File: config.mk
export PLATFORM = sky130hd
export DESIGN_NAME = edfml_seq
export DESIGN_NICKNAME = d
export VERILOG_FILES = /design/src/design/edfml_pkg.sv /design/src/design/edfml_seq.sv
export SDC_FILE = /design/constraint.sdc
export NUM_CORES = 1
export LEC_CHECK = 0
export ABC_CLOCK_PERIOD_IN_PS = 12950
export BUFFER_PORTS_ARGS = -buffer_cell sky130_fd_sc_hd__clkbuf_2
export CAP_MARGIN = 0
export CORE_AREA = 5 5 279 281
export CTS_BUF_LIST = sky130_fd_sc_hd__clkbuf_16
export DETAILED_ROUTE_END_ITERATION = 12
export DIE_AREA = 0 0 284 286
export PLACE_DENSITY = 0.43
export SLEW_MARGIN = 20
export SYNTH_ARGS = -nofsm -noshare
export SYNTH_HDL_FRONTEND = slang
export SYNTH_SLANG_ARGS = --single-unit
File: constraint.sdc
create_clock -name clk -period 12.95 [get_ports clk]
set_input_delay 3.2375 -clock clk [delete_from_list [all_inputs] [get_ports clk]]
set_output_delay 3.2375 -clock clk [all_outputs]
set_load 0.005 [all_outputs]
File: src/design/edfml_pkg.sv
// Shared types, widths and helpers for the EDF maximum-lateness tracker.
// Used by the slot memory, the sequencer and the top level; depends on nothing.
package edfml_pkg;

  localparam int DL_W      = 10;
  localparam int DUR_W     = 16;
  localparam int WORK_W    = 32;
  localparam int LATE_W    = 33;
  localparam int OUT_W     = 31;
  localparam int S_TDATA_W = 32;
  localparam int M_TDATA_W = 32;

  localparam int SLOTS  = 1024;
  localparam int SLOT_W = $clog2(SLOTS);
  // Position width: covers both the deadline field and the slot index, plus one bit so that
  // stepping past the last slot stays visible.
  localparam int POS_W  = ((SLOT_W > DL_W) ? SLOT_W : DL_W) + 1;

  localparam logic [WORK_W-1:0] SAT = {WORK_W{1'b1}};

  // One memory word per deadline slot: the used mark, the work booked at that slot alone,
  // and the Fenwick node.
  typedef struct packed {
    logic              used;
    logic [WORK_W-1:0] point;
    logic [WORK_W-1:0] node;
  } slot_word_t;

  typedef struct packed {
    logic              we;
    logic [SLOT_W-1:0] waddr;
    slot_word_t        wdata;
    logic [SLOT_W-1:0] raddr;
  } mem_req_t;

  function automatic logic [WORK_W-1:0] sat_add(input logic [WORK_W-1:0] a,
                                                input logic [WORK_W-1:0] b);
    logic [WORK_W:0] s;
    s = {1'b0, a} + {1'b0, b};
    return s[WORK_W] ? SAT : s[WORK_W-1:0];
  endfunction

  function automatic logic [POS_W-1:0] low_bit(input logic [POS_W-1:0] x);
    return x & (~x + POS_W'(1));
  endfunction

endpackage

File: src/design/edfml_seq.sv
// Sequencer of the lateness tracker: clearing pass, Fenwick update and prefix query,
// and the rescan of later deadlines. Depends on edfml_pkg and drives edfml_slot_ram.
module edfml_seq (
  input  logic                          clk,
  input  logic                          rst,
  input  logic                          accept,
  input  logic [edfml_pkg::DL_W-1:0]    deadline,
  input  logic [edfml_pkg::DUR_W-1:0]   duration,
  input  logic                          out_free,
  output logic                          ready,
  output logic                          done,
  output logic signed [edfml_pkg::LATE_W-1:0] worst,
  output edfml_pkg::mem_req_t           mem_req,
  input  edfml_pkg::slot_word_t         mem_rdata
);
  import edfml_pkg::*;

  localparam logic [3:0] ST_CLEAR  = 4'd0;
  localparam logic [3:0] ST_IDLE   = 4'd1;
  localparam logic [3:0] ST_ADD_RD = 4'd2;
  localparam logic [3:0] ST_ADD_WR = 4'd3;
  localparam logic [3:0] ST_Q_RD   = 4'd4;
  localparam logic [3:0] ST_Q_ACC  = 4'd5;
  localparam logic [3:0] ST_DECIDE = 4'd6;
  localparam logic [3:0] ST_SCAN   = 4'd7;
  localparam logic [3:0] ST_EMIT   = 4'd8;

  logic [3:0]               state, state_next;
  logic [SLOT_W-1:0]        clr, clr_next;
  logic [POS_W-1:0]         pos, pos_next;
  logic [POS_W-1:0]         dl, dl_next;
  logic [DUR_W-1:0]         dur, dur_next;
  logic [WORK_W-1:0]        acc, acc_next;
  logic signed [LATE_W-1:0] worst_next;
  logic [DL_W-1:0]          wd, wd_next;
  logic [POS_W-1:0]         issue, issue_next;
  logic                     pend, pend_next;
  logic [POS_W-1:0]         pend_idx, pend_idx_next;

  logic [POS_W-1:0]         d_in;
  logic [POS_W-1:0]         step_pos;
  logic [WORK_W-1:0]        scan_acc;
  logic signed [LATE_W-1:0] here;
  logic signed [LATE_W-1:0] scan_late;
  logic signed [LATE_W:0]   shifted_sum;
  logic signed [LATE_W-1:0] shifted;
  slot_word_t               upd;

  assign d_in  = POS_W'(deadline);
  assign ready = (state == ST_IDLE);
  assign done  = (state == ST_EMIT) && out_free;

  always_comb begin
    here        = $signed(LATE_W'({1'b0, acc}) - LATE_W'(dl));
    scan_acc    = sat_add(acc, mem_rdata.point);
    scan_late   = $signed(LATE_W'({1'b0, scan_acc}) - LATE_W'(pend_idx));
    shifted_sum = $signed({worst[LATE_W-1], worst}) + $signed((LATE_W + 1)'(dur));
    if (shifted_sum > $signed((LATE_W + 1)'(SAT))) begin
      shifted = $signed(LATE_W'(SAT));
    end else begin
      shifted = shifted_sum[LATE_W-1:0];
    end
    upd      = mem_rdata;
    upd.node = sat_add(mem_rdata.node, WORK_W'(dur));
    if (pos == dl) begin
      upd.used  = 1'b1;
      upd.point = sat_add(mem_rdata.point, WORK_W'(dur));
    end
  end

  always_comb begin
    state_next    = state;
    clr_next      = clr;
    pos_next      = pos;
    dl_next       = dl;
    dur_next      = dur;
    acc_next      = acc;
    worst_next    = worst;
    wd_next       = wd;
    issue_next    = issue;
    pend_next     = 1'b0;
    pend_idx_next = pend_idx;
    step_pos      = '0;
    mem_req       = '0;
    mem_req.raddr = pos[SLOT_W-1:0];

    case (state)
      ST_CLEAR: begin
        mem_req.we    = 1'b1;
        mem_req.waddr = clr;
        clr_next      = clr + SLOT_W'(1);
        if (clr == SLOT_W'(SLOTS - 1)) begin
          state_next = ST_IDLE;
        end
      end
      ST_IDLE: begin
        if (accept) begin
          pos_next = d_in;
          dl_next  = d_in;
          dur_next = duration;
          if (d_in == '0 || d_in >= POS_W'(SLOTS)) begin
            state_next = ST_EMIT;
          end else begin
            state_next = ST_ADD_RD;
          end
        end
      end
      ST_ADD_RD: begin
        state_next = ST_ADD_WR;
      end
      ST_ADD_WR: begin
        mem_req.we    = 1'b1;
        mem_req.waddr = pos[SLOT_W-1:0];
        mem_req.wdata = upd;
        step_pos      = pos + low_bit(pos);
        if (step_pos < POS_W'(SLOTS)) begin
          pos_next   = step_pos;
          state_next = ST_ADD_RD;
        end else begin
          pos_next = dl;
          acc_next = '0;
          if (wd == '0) begin
            // First task: its own lateness is the worst so far.
            worst_next = $signed(LATE_W'(dur) - LATE_W'(dl));
            wd_next    = dl[DL_W-1:0];
            state_next = ST_EMIT;
          end else begin
            state_next = ST_Q_RD;
          end
        end
      end
      ST_Q_RD: begin
        state_next = ST_Q_ACC;
      end
      ST_Q_ACC: begin
        acc_next = sat_add(acc, mem_rdata.node);
        step_pos = pos - low_bit(pos);
        if (step_pos != '0) begin
          pos_next   = step_pos;
          state_next = ST_Q_RD;
        end else begin
          state_next = ST_DECIDE;
        end
      end
      ST_DECIDE: begin
        if (POS_W'(wd) > dl) begin
          // The worst point lies later, so it just moves by the new duration.
          if (here > shifted) begin
            worst_next = here;
            wd_next    = dl[DL_W-1:0];
          end else begin
            worst_next = shifted;
          end
          state_next = ST_EMIT;
        end else begin
          if (here >= worst) begin
            worst_next = here;
            wd_next    = dl[DL_W-1:0];
          end
          issue_next = dl + POS_W'(1);
          if (dl + POS_W'(1) < POS_W'(SLOTS)) begin
            state_next = ST_SCAN;
          end else begin
            state_next = ST_EMIT;
          end
        end
      end
      ST_SCAN: begin
        // Reads are issued one slot per cycle; each slot's read data joins the running prefix sum in the cycle after.
        mem_req.raddr = issue[SLOT_W-1:0];
        if (issue < POS_W'(SLOTS)) begin
          issue_next    = issue + POS_W'(1);
          pend_next     = 1'b1;
          pend_idx_next = issue;
        end else begin
          state_next = ST_EMIT;
        end
        if (pend) begin
          acc_next = scan_acc;
          if (mem_rdata.used && scan_late >= worst) begin
            worst_next = scan_late;
            wd_next    = pend_idx[DL_W-1:0];
          end
        end
      end
      ST_EMIT: begin
        if (out_free) begin
          state_next = ST_IDLE;
        end
      end
      default: begin
        state_next = ST_IDLE;
      end
    endcase
  end

  always_ff @(posedge clk) begin
    if (rst) begin
      state <= ST_CLEAR;
      clr   <= '0;
      worst <= '0;
      wd    <= '0;
      pend  <= 1'b0;
    end else begin
      state <= state_next;
      clr   <= clr_next;
      worst <= worst_next;
      wd    <= wd_next;
      pend  <= pend_next;
    end
  end

  always_ff @(posedge clk) begin
    pos      <= pos_next;
    dl       <= dl_next;
    dur      <= dur_next;
    acc      <= acc_next;
    issue    <= issue_next;
    pend_idx <= pend_idx_next;
  end

  a_write_states: assert property (@(posedge clk) disable iff (rst)
    mem_req.we |-> (state == ST_CLEAR || state == ST_ADD_WR))
    else $error("slot memory written outside clearing or update");

  a_scan_above_deadline: assert property (@(posedge clk) disable iff (rst)
    (state == ST_SCAN && pend) |-> (pend_idx > dl))
    else $error("rescan visits a slot at or below the new deadline");

  a_worst_bounded: assert property (@(posedge clk) disable iff (rst)
    worst <= $signed(LATE_W'(SAT)))
    else $error("worst lateness above saturation bound");

  a_emit_returns: assert property (@(posedge clk) disable iff (rst)
    (state == ST_EMIT && out_free) |=> (state == ST_IDLE))
    else $error("sequencer did not return to idle after a result");

endmodule

==> results of run 1 <==
layout by cell type, fill, tap and decap left out, drive strengths merged, types with 8 or more instances in the layout:
master	synthesis	routed
o221ai	13	13
a211oi	47	47
o41ai	8	8
or3	24	24
clkbuf	82	233
o211ai	29	29
ha	255	255
a31oi	23	23
a21o	53	53
mux2i	16	16
xnor2	118	118
a21oi	229	229
o21bai	12	12
nand2b	38	38
nand3	75	75
fa	8	8
a311oi	23	23
a221oi	10	10
o31ai	10	10
xor2	83	83
a211o	8	8
nor3	72	72
dfxtp	58	58
and3	32	32
inv	116	125
nor2b	37	37
a2111oi	8	8
nand2	239	239
o21a	35	35
o21ai	215	215
nor2	261	261
edfxtp	91	91
a22o	8	8
buf	25	25
nand4	40	40
and2	32	32
and4	11	11
nor4	24	24
cells by family after synthesis:
logic type,Yosys count,share of synthesized area
AOI/OAI and AO/OA,819,0.270
xor gates and xnor gates,201,0.0880
adders and majority gates,265,0.168
buffers and inverters,223,0.0440
DFF,149,0.195
muxes,18,0.00913
and+or+nand+nor,918,0.226
layout make-up:
class                      instances  area [um2]  area share
antenna                            2        5.00    0.000220
clock buffer                      18         450      0.0198
clock inverter                    14         133     0.00584
inverter                         116         435      0.0192
sequential                       149        3890       0.171
multi-input combinational       2221       15300       0.674
tap                              978        1220      0.0539
timing repair buffer             240        1260      0.0556
stage by stage:
step / hold slack (ps) / area, um2 / utilization / worst slack, ps / power [W]
floorplan: 441 / 20000 / - / 2920 / 0.000694
global placement: 499 / 22100 / 0.294 / 1400 / 0.000782
detailed placement: 489 / 22100 / 0.294 / 1240 / 0.000785
CTS: 504 / 22700 / 0.302 / 1690 / 0.00131
global route: 517 / 22700 / 0.302 / 1070 / 0.00136
finish: 508 / 22700 / 0.302 / 1690 / 0.00130
worst register-to-register path: cells and delay by family, from the launching register on:
kind | cells | cell delay (ps)
AOI/OAI and AO/OA | 13 | 3570
adders and majority gates | 4 | 1080
buffers and inverters | 2 | 530
DFF | 1 | 460
and+or+nand+nor | 14 | 3130
sequential cells by signal, indices dropped and copies added, names as in the netlist:
| signal | count |
|---|---|
| clr | 10 |
| wd | 10 |
| dur | 16 |
| dl | 10 |
| state | 4 |
| pend | 1 |
| issue | 11 |
| pos | 11 |
| acc | 32 |
| pend_idx | 11 |
| worst | 33 |
metal layers:
layer  global-route usage  up-vias  wire length (um)
met3               0.0321       39              4360
li1                     -     9965                 -
met2                0.295      570             35000
met5                    0        -                27
met4               0.0289        4               634
met1                0.296     9919             42300
power by group through the flow:
stage	registers (W)	clock network, W	logic [W]
after global placement	0.000511	0	0.000271
after global routing	0.000501	0.000555	0.000305
after CTS	0.000501	0.000537	0.000275
after detailed placement	0.000511	0	0.000273
final	0.000501	0.000525	0.000278
after floorplan	0.000511	0	0.000183
path summary, 6_finish.rpt:
path | from | endpoint | slack (ps) | cells after the start
setup / recovery | mem_rdata[32] | worst[28] | 1690 | 34
hold / removal | issue[3] | pend_idx[3] | 510 | 0
setup reg to reg | acc[0] | worst[28] | 4050 | 33
hold reg to reg | issue[3] | pend_idx[3] | 510 | 0
==> run summary, run 1 <==
Crit path max-delay family: compound AO/OA/AOI/OAI gates
Net count reported at finish: 3103
CP Data Required Time: 13310 ps
Max Slew Vio Count: 0
Number of flops mapped to enable cells by yosys: 91
Vias per cell: 5.48
Post-synthesis cell count: 2593
Count leader, synth: nor2_1
Max Root-Sink Buffers: 2
Synth warn: 0
Core ar.: 75200 um2
Sum Neg Setup Slack: 0 ps
Dpl hpwl: 68300 um
Post-synth top area cell: ha_1
Register area share after synthesis: 0.195
P_int: 0.000898 W
Layout cell share with drive strength beyond 1: 0.125
I/O pins: 216
Sequential Power Share: 0.384
Post-synth net total: 2951
Commonest cells in the netlist: nor2_1 (261), ha_1 (255), nand2_1 (238)
Die width: 284 um
FFs w/ async S/R, synth: 0
Critical Path Slowest Stage Cell: a2111oi_2
Hold Fails Final Rpt: 0
Combinational power share: 0.213
Final WL: 82300 um
Top-area cell type share of the netlist area: 0.159
Number of buffers and inverters on the critical path: 3
First-pass GRT wire length: 123000 um
Synth Flop Type: edfxtp_1
Num CTS Buffers: 17
Initial Utilization: 0.266
I/O Buffers: 215
Die area: 81200 um2
Clock Power Share: 0.403
TritonCTS clock tree: built
# setup viols final: 0
RD Place Congestion: 0.867
Distinct cells, synth: 106
Layout fillers: 8102
Final Instance Count excl. Fillers: 3738
Worst Path Max Fanout: 51
Worst setup EP type: register
Status: complete, no violations
Syn Std Cell Area: 20000 um2
Post-layout minimum cycle time: 11260 ps
Clk Latency, worst-skew pair: 500 ps
CP max stage delay: 580 ps
Row count: 101
F_max: 0.0888 GHz
Worst-path clk slew: 70 ps
Min-delay worst type: reg -> reg
Max-cap viol count: 0
CTS root buf: clkbuf_16
Initial antenna violation count: 2
Sink Count: 149
Cell mode on critical path: ha_1
Sw frac: 0.311
Setup Skew: 17.5 ps
Drt pass-1 iters: 5
RSZ-0062 raised after global routing: no
Placed Instances: 3704
Ranking of synthesized cells by area: ha_1 (16%), edfxtp_1 (14%), dfxtp_1 (5.8%)
Vias in the first global route: 19600
Initial DRC count: 1641
Power Density: 57.4 nW/um2
Buffer count from post-CTS setup fixing: 0
Largest net degree at the start of global routing: 81
Post-synthesis register bit count: 149
GRT Util Overall: 0.195
Relative slew slack: 0.278
DR vias: 20500
Arrival time at the worst endpoint: 11610 ps
Global route overflow: 0
Area growth syn-to-layout: 13.5%
Cts hold-fix bufs: 0
Die height: 286 um
Post-cts resize count: 0
Antenna-violating nets left: 0
Wirelength per Cell: 22.0 um
Slew at the pin closest to its max-slew limit: 1060 ps
Startpoint Class: primary input
Crit share post-route: 0.869
Leakage: 9.32 nW
DRC Markers: 0
Switch Pwr: 0.000406 W
H-tree level count: 4
Syn Area/Cell: 7.72 um2
Critical path type: in -> reg
VDD IR-drop max: 0.0000889 V
(Power assumes the default switching activity.)
==> run 2, diff against run 1 <==
--- a/config.mk
+++ b/config.mk
@@ -5,13 +5,13 @@
 export SDC_FILE = /design/constraint.sdc
 export NUM_CORES = 1
 export LEC_CHECK = 0
-export ABC_CLOCK_PERIOD_IN_PS = 12950
+export ABC_CLOCK_PERIOD_IN_PS = 14550
 export BUFFER_PORTS_ARGS = -buffer_cell sky130_fd_sc_hd__clkbuf_2
 export CAP_MARGIN = 0
-export CORE_AREA = 5 5 279 281
+export CORE_AREA = 3 3 277 279
 export CTS_BUF_LIST = sky130_fd_sc_hd__clkbuf_16
 export DETAILED_ROUTE_END_ITERATION = 12
-export DIE_AREA = 0 0 284 286
+export DIE_AREA = 0 0 280 282
 export PLACE_DENSITY = 0.43
 export SLEW_MARGIN = 20
 export SYNTH_ARGS = -nofsm -noshare
==> constraint.sdc (replaced) <==
create_clock -name clk -period 14.55 [get_ports clk]
set_input_delay 3.6375 -clock clk [delete_from_list [all_inputs] [get_ports clk]]
set_output_delay 3.6375 -clock clk [all_outputs]
set_load 0.005 [all_outputs]
==> run 2 against run 1 <==
Net effect:
- register-to-register slack better by 1200 ps
- cell area about the same
- sequential share of layout area about the same
- non-clock buffer count fell by 2
- core utilization grew 0.28 points
- sequential cell count stayed put
- count of clock-buffer cells in the layout shrank 1
- via count is 0.59% lower
- highest routed layer is now met4
- combinational power is 12% lower
- critical path type unchanged
- largest power group unchanged
- worst setup slack better by 890 ps
- final cell count fell by 0.29%
- global-route usage up 1.0 points
==> run summary, run 2 (same netlist as run 1, synthesis figures left out) <==
I/O pins: 216
Buffer count from post-CTS setup fixing: 0
Clk Latency, worst-skew pair: 490 ps
Power Density: 51.6 nW/um2
Critical path type: in -> reg
DRC Markers: 0
RD Place Congestion: 0.899
Core ar.: 74400 um2
Vias in the first global route: 19800
Switch Pwr: 0.000366 W
Layout fillers: 7964
Die height: 282 um
Num CTS Buffers: 17
Sw frac: 0.312
Tot Pwr: 0.00117 W
Worst setup EP type: register
Worst-path clk slew: 60 ps
Combinational power share: 0.210
Placed inst area: 22100 um2
Max-cap viol count: 0
Reg with most FFs: worst
Commonest non-fill, non-tap cell in the layout: nor2_1
GRT Util Overall: 0.205
Clock Power Share: 0.410
Startpoint Class: primary input
Global route overflow: 0
Net count reported at finish: 3101
Multi-input logic area: 15300 um2
Sink Count: 149
Antenna-violating nets left: 0
First-pass GRT wire length: 123000 um
# setup viols final: 0
I/O Buffers: 215
Setup Skew: 15.6 ps
RSZ-0062 raised after global routing: no
Die width: 280 um
Most frequent cells in the layout: nor2_1 (258), ha_1 (255), nand2_1 (237)
Crit path max-delay family: compound AO/OA/AOI/OAI gates
Post-cts resize count: 0
Relative slew slack: 0.202
VDD IR-drop max: 0.0000902 V
Hold Slack: 538 ps
Cts hold-fix bufs: 0
CP Data Required Time: 14950 ps
Initial Utilization: 0.269
Biggest regs: worst x33, acc x32, dur x16
Final instance area: 22700 um2
Initial DRC count: 1729
Area growth syn-to-layout: 13.4%
Max Root-Sink Buffers: 2
H-tree level count: 4
Wirelength per Cell: 22.1 um
P_int: 0.000806 W
Post-layout minimum cycle time: 11970 ps
Hold Fails Final Rpt: 0
Initial antenna violation count: 2
Vias per cell: 5.47
DR vias: 20400
Largest net degree at the start of global routing: 81
Min-delay worst type: reg -> reg
Dpl hpwl: 67700 um
CP max stage delay: 840 ps
F_max: 0.0836 GHz
Status: complete, no violations
Max Slew Vio Count: 0
Sum Neg Setup Slack: 0 ps
Row count: 100
Worst Path Max Fanout: 52
Slew at the pin closest to its max-slew limit: 1170 ps
Leakage: 9.31 nW
Sequential Power Share: 0.380
Crit share post-route: 0.822
Register area: 3890 um2
TritonCTS clock tree: built
Number of buffers and inverters on the critical path: 2
Largest register FFs: 33
Final WL: 82300 um
Critical Path Slowest Stage Cell: and2_1
Arrival time at the worst endpoint: 12370 ps
Die area: 79000 um2
Drt pass-1 iters: 6
Layout cell share with drive strength beyond 1: 0.123
CTS root buf: clkbuf_16
## run 2: final timing paths
check	start	end	slack [ps]	depth (start not counted)
max	mem_rdata[32]	wd[3]	2580	32
min	worst[1]	worst[1]	540	2
max reg2reg	acc[10]	wd[3]	5260	30
min reg2reg	worst[1]	worst[1]	540	2
## run 2: layout make-up
| class | instances | share of cell area |
|---|---|---|
| multi-input cells | 2221 | 0.675 |
| flip-flops and latches | 149 | 0.172 |
| repair buffers | 238 | 0.0550 |
| well taps | 969 | 0.0534 |
| inverters | 116 | 0.0192 |
| clock buffers | 17 | 0.0187 |
| clock inverters | 15 | 0.00733 |
| diodes | 2 | 0.000220 |
## run 2: stage by stage
step                utilization  worst slack [ps]  std cells
finish                    0.305              2580       3727
global route              0.305              1890       3727
CTS                       0.305              2630       3725
detailed placement        0.297              2190       3693
global placement          0.297              2470       3693
floorplan                     -              4120       2593
## run 2: layer usage
| layer | up-vias | global-route usage | part of all wire |
|---|---|---|---|
| li1 | 9947 | - | - |
| met1 | 9792 | 0.307 | 0.51 |
| met2 | 579 | 0.301 | 0.42 |
| met3 | 59 | 0.0335 | 0.051 |
| met4 | 0 | 0.0581 | 0.023 |
| met5 | - | 0 | 0 |
## run 2: tightest hold or removal path: stages (launching register included)
cell,delay [ps]
dfxtp_1,340
nor2_1,110
nor3_1,40
## run 2: power groups by stage
| stage | clock [W] | combinational (W) | sequential [W] |
|---|---|---|---|
| 2_1_floorplan | 0 | 0.000163 | 0.000455 |
| 3_3_place_gp | 0 | 0.000239 | 0.000455 |
| 3_5_place_dp | 0 | 0.000242 | 0.000455 |
| 4_1_cts | 0.000498 | 0.000243 | 0.000446 |
| 5_1_grt | 0.000509 | 0.000272 | 0.000446 |
| 6_report | 0.000480 | 0.000246 | 0.000446 |
